[src/rtl/core/mavf_pkg.sv]
// Package with the constants, types and state codes of the moving average filter.
package mavf_pkg;

    // Sizes of the window store and of the data path.
    localparam int MAX_WINDOW   = 256;
    localparam int SAMPLE_BITS  = 24;
    localparam int MEAN_BITS    = 24;
    localparam int TOTAL_BITS   = 32;
    localparam int LEN_BITS     = $clog2(MAX_WINDOW + 1);
    localparam int SLOT_BITS    = $clog2(MAX_WINDOW);
    localparam int DIV_CNT_BITS = $clog2(TOTAL_BITS);
    localparam int LENGTH_RESET = 10;

    // Sequencer states of the top level.
    typedef enum logic [2:0] {
        ST_IDLE,
        ST_UPDATE,
        ST_START,
        ST_DIVIDE,
        ST_HOLD
    } t_state;

    // Request into the serial divider.
    typedef struct packed {
        logic                         start;
        logic signed [TOTAL_BITS-1:0] dividend;
        logic [LEN_BITS-1:0]          divisor;
    } t_div_req;

    // Result out of the serial divider.
    typedef struct packed {
        logic                  done;
        logic [TOTAL_BITS-1:0] quotient;
    } t_div_res;

endpackage

[src/rtl/core/mavf_divider.sv]
// Restoring serial divider: signed total by unsigned length, one quotient bit per cycle.
module mavf_divider (
    input  logic              i_clk,
    input  logic              i_rst_n,
    input  mavf_pkg::t_div_req i_req,
    output mavf_pkg::t_div_res o_res
);

    logic                                r_busy, n_busy;
    logic                                r_done, n_done;
    logic [mavf_pkg::DIV_CNT_BITS-1:0]   r_cnt, n_cnt;
    logic                                r_neg, n_neg;
    logic [mavf_pkg::LEN_BITS-1:0]       r_div, n_div;
    logic [mavf_pkg::LEN_BITS-1:0]       r_rem, n_rem;
    logic [mavf_pkg::TOTAL_BITS-1:0]     r_quo, n_quo;
    logic [mavf_pkg::LEN_BITS:0]         trial;
    logic                                q_bit;

    // Control registers.
    always_ff @(posedge i_clk) begin
        if (!i_rst_n) begin
            r_busy <= 1'b0;
            r_done <= 1'b0;
            r_cnt  <= '0;
        end else begin
            r_busy <= n_busy;
            r_done <= n_done;
            r_cnt  <= n_cnt;
        end
    end

    // Data registers.
    always_ff @(posedge i_clk) begin
        r_neg <= n_neg;
        r_div <= n_div;
        r_rem <= n_rem;
        r_quo <= n_quo;
    end

    // One restoring step: shift in the next dividend bit and try to subtract.
    always_comb begin
        trial = {r_rem, r_quo[mavf_pkg::TOTAL_BITS-1]};
        q_bit = (trial >= {1'b0, r_div});
    end

    // Load the magnitude on start, then step until all quotient bits are formed.
    always_comb begin
        n_busy = r_busy;
        n_done = 1'b0;
        n_cnt  = r_cnt;
        n_neg  = r_neg;
        n_div  = r_div;
        n_rem  = r_rem;
        n_quo  = r_quo;
        if (i_req.start) begin
            n_busy = 1'b1;
            n_cnt  = '0;
            n_neg  = i_req.dividend[mavf_pkg::TOTAL_BITS-1];
            n_div  = i_req.divisor;
            n_rem  = '0;
            n_quo  = i_req.dividend[mavf_pkg::TOTAL_BITS-1] ?
                     (~i_req.dividend + 1'b1) : i_req.dividend;
        end else if (r_busy) begin
            n_rem = q_bit ? mavf_pkg::LEN_BITS'(trial - {1'b0, r_div})
                          : trial[mavf_pkg::LEN_BITS-1:0];
            n_quo = {r_quo[mavf_pkg::TOTAL_BITS-2:0], q_bit};
            n_cnt = r_cnt + 1'b1;
            if (r_cnt == mavf_pkg::DIV_CNT_BITS'(mavf_pkg::TOTAL_BITS - 1)) begin
                n_busy = 1'b0;
                n_done = 1'b1;
            end
        end
    end

    // Signed quotient, truncated toward zero.
    assign o_res.done     = r_done;
    assign o_res.quotient = r_neg ? (~r_quo + 1'b1) : r_quo;

endmodule

[config.mk]
export PLATFORM = sky130hd
export DESIGN_NAME = mavf_divider
export DESIGN_NICKNAME = d
export VERILOG_FILES = /design/src/rtl/core/mavf_pkg.sv /design/src/rtl/core/mavf_divider.sv
export SDC_FILE = /design/constraint.sdc
export NUM_CORES = 1
export LEC_CHECK = 0
export BUFFER_PORTS_ARGS = -buffer_cell sky130_fd_sc_hd__buf_2
export CORE_UTILIZATION = 51
export DETAILED_ROUTE_END_ITERATION = 8
export PLACE_DENSITY = 0.86
export SLEW_MARGIN = 10
export SYNTH_ARGS = -nofsm -noshare
export SYNTH_HDL_FRONTEND = slang
export SYNTH_SLANG_ARGS = --single-unit
[constraint.sdc]
create_clock -name i_clk -period 2.5 [get_ports i_clk]
set_clock_uncertainty 0.05 [all_clocks]
set_input_delay 0.25 -clock i_clk [delete_from_list [all_inputs] [get_ports i_clk]]
set_output_delay 0.25 -clock i_clk [all_outputs]
set_load 0.02 [all_outputs]
==> metrics.yaml <==
layout:
  final-seq-area_mm2: 0.00158
  n_fill_cell: 566
  syn_to_final_growth_pct: 26.9
  final_core_util: 0.682
  layout-drive-gt1-share: 0.317
  diodes: 0
  final_cell_mix: "56 x buf_2, 56 x buf_4, 47 x nor2_1"
  multi_input_area_mm2: 0.00268
  final_nets: 620
detailed_routing:
  drt_first_iter_violations: 483
  antenna_left: 0
  routed_wl_um: 12500
  dr.pass1.iters: 5
  wire_per_inst_um: 18.6
  drc: 0
  vias: 4234
  via_per_inst: 6.33
global_routing:
  overflow: 0
  first_global_vias: 3931
  antenna_found_initial: 0
  track_usage: 0.281
  grt_pass1_wl_um: 19100
  grt_start_max_net_pins: 43
placed_design:
  port_buffers: 76
  gp_congestion: 0.938
  hpwl_um: 8020
  pre_cts_slack_ns: 0.0130
yosys:
  ys.flop_type: "edfxtp_1"
  synth_cell_types: 59
  ys_async_sr_fraction: 0
  seq_area_frac_synth: 0.375
  synth_cells: 460
  post_synth.cell_area_avg_um2: 9.16
  synth_seq_cells: 58
  yosys_warnings: 0
  syn_nets: 518
  synth_area_mm2: 0.00422
  synth_edf_count: 42
clock_tree:
  hold_buffers: 0
  numCtsBuffers: 9
  clk_pin_slew_ns: 0.08
  clkLatencyLatePin_ns: 0.34
  htree_levels: 3
  clock_path_buffers: 2
  ctsRootBufferMaster: "clkbuf_8"
  cts_sinks: 58
  tritoncts: "built"
timing:
  fin_setup_tns_ns: -4.59
  min_period_ns: 2.84
  rsz0062_at_grt: "yes"
  setup_viol: 22
  relSlewSlack: 0.579
  max_freq_mhz: 352
  drv_slew: 0
  worstMarginPinSlew_ns: 0.631
  worst_slack_ns: -0.344
  fin_crit_sh: 1.14
  hold_viol_final: 0
worst_setup_path:
  worstPathArrival_ns: 2.54
  worst-path-stages: 7
  crit_path_cell_trace: "or4_4, nor4_4, buf_4, nand2_2, o31ai_2, xnor2_1, buf_4"
  end_kind: "primary output"
  critPathTopFamily: "simple AND/OR/NAND/NOR gates"
  reg2reg_slack_ns: 0.08
  crit_type: "reg -> out"
  cp_max_fo: 3
  startpoint_type: "register"
  critical_path.max_stage_delay_ns: 0.61
  r2r_start: "r_quo[31]"
  crit_start: "r_quo[3]"
  path_buf_inv: 2
  reg2regPathDepth: 10
  required_ns: 2.20
  crit_top_cell: "buf_4"
  critPathSlowestCell: "or4_4"
min_path:
  min_from: "i_req[0]"
  whs_path_depth: 1
  hp-class: "in -> reg"
floorplanning:
  ios: 77
  core_area_mm2: 0.00785
  fp.dieW_um: 92.9
  start_util: 0.537
  rows: 32
  fp.dieH_um: 92.9
  die_area_mm2: 0.00863
outcome:
  violations: "setup timing"
  status: "finished, violations left"
pwr:
  power.density_mw_per_mm2: 560
  total_leakage_power_nw: 2.14
  vdd_drop_max_mv: 0.383
flow_run:
  drv_cap: 0
==> cell families (layout without fill, tap and decap cells) <==
family / count (synthesis) / count (layout) / share of synthesized area
buf+inv: 42 / 149 / 0.0395
simple gates: 158 / 158 / 0.199
fa+ha+maj: 14 / 14 / 0.0433
compound gates: 124 / 124 / 0.208
mux: 6 / 6 / 0.0145
flops: 58 / 58 / 0.375
xor+xnor: 58 / 58 / 0.121
==> metrics by stage <==
step | total power, mW | cells | cell area (um2) | hold WS (ns)
finish | 2.99 | 669 | 5350 | 0.0315
global route | 3.13 | 669 | 5350 | 0.00253
CTS | 2.92 | 665 | 5200 | 0.0185
detailed placement | 2.11 | 644 | 4850 | 0.379
global placement | 2.08 | 644 | 4850 | 0.376
floorplan | 1.80 | 460 | 4220 | 0.299
==> where the power goes <==
| part | switching (mW) | leakage (nW) | total [mW] | internal [mW] |
|---|---|---|---|---|
| logic | 0.581 | 1.51 | 1.00 | 0.424 |
| clock network | 0.407 | 0.0791 | 0.762 | 0.355 |
| registers | 0.0888 | 0.545 | 1.23 | 1.14 |
| total | 1.08 | 2.14 | 2.99 | 1.92 |
==> cell type report <==
class                      instances  area share
clock inverter                     7     0.00842
multi-input combinational        360       0.500
sequential                        58       0.296
clock buffer                       9      0.0232
timing repair buffer             114       0.135
tap                              102      0.0239
inverter                          19      0.0133
==> state kept, by name, summed over array words and instances, names as in the netlist <==
| name | count |
|---|---|
| r_div | 9 |
| r_done | 1 |
| r_quo | 32 |
| r_rem | 9 |
| r_busy | 1 |
| r_cnt | 5 |
| r_neg | 1 |
==> final timing paths <==
kind                to
max          o_res[19]
max reg2reg   r_rem[1]
min reg2reg   r_rem[8]
min           r_div[0]
==> routing by layer <==
| layer | share of wire | vias up | global-route usage |
|---|---|---|---|
| li1 | - | 1931 | - |
| met1 | 0.38 | 1945 | 0.360 |
| met2 | 0.49 | 301 | 0.461 |
| met3 | 0.095 | 57 | 0.0542 |
| met4 | 0.034 | 0 | 0.118 |
| met5 | 0 | - | 0 |
==> cell usage after synthesis, drive strengths merged, types with 4 or more instances <==
cell | count | area share
mux2i | 5 | 0.012
a21oi | 30 | 0.036
o31ai | 15 | 0.028
nor2b | 4 | 0.0059
nor4 | 8 | 0.018
nor2 | 48 | 0.043
ha | 13 | 0.039
or4 | 7 | 0.014
a211oi | 6 | 0.011
a21o | 5 | 0.0089
nand3 | 14 | 0.018
inv | 19 | 0.017
and3 | 10 | 0.015
edfxtp | 42 | 0.30
or3 | 9 | 0.013
clkbuf | 17 | 0.015
xnor2 | 36 | 0.075
o41ai | 9 | 0.028
o211ai | 6 | 0.011
xor2 | 22 | 0.046
nand2b | 5 | 0.0074
nor3 | 9 | 0.012
or2 | 6 | 0.0089
dfxtp | 16 | 0.076
o21ai | 25 | 0.030
nand4 | 4 | 0.0059
nand2 | 28 | 0.025
a311oi | 4 | 0.0083
buf | 6 | 0.0074
==> timing repair <==
action,in CTS,in global routing
gates cloned,0,0
setup endpoints to repair,22,30
pin swaps,13,10
resized for setup,41,33
setup buffers,5,4
(Power assumes the default switching activity.)
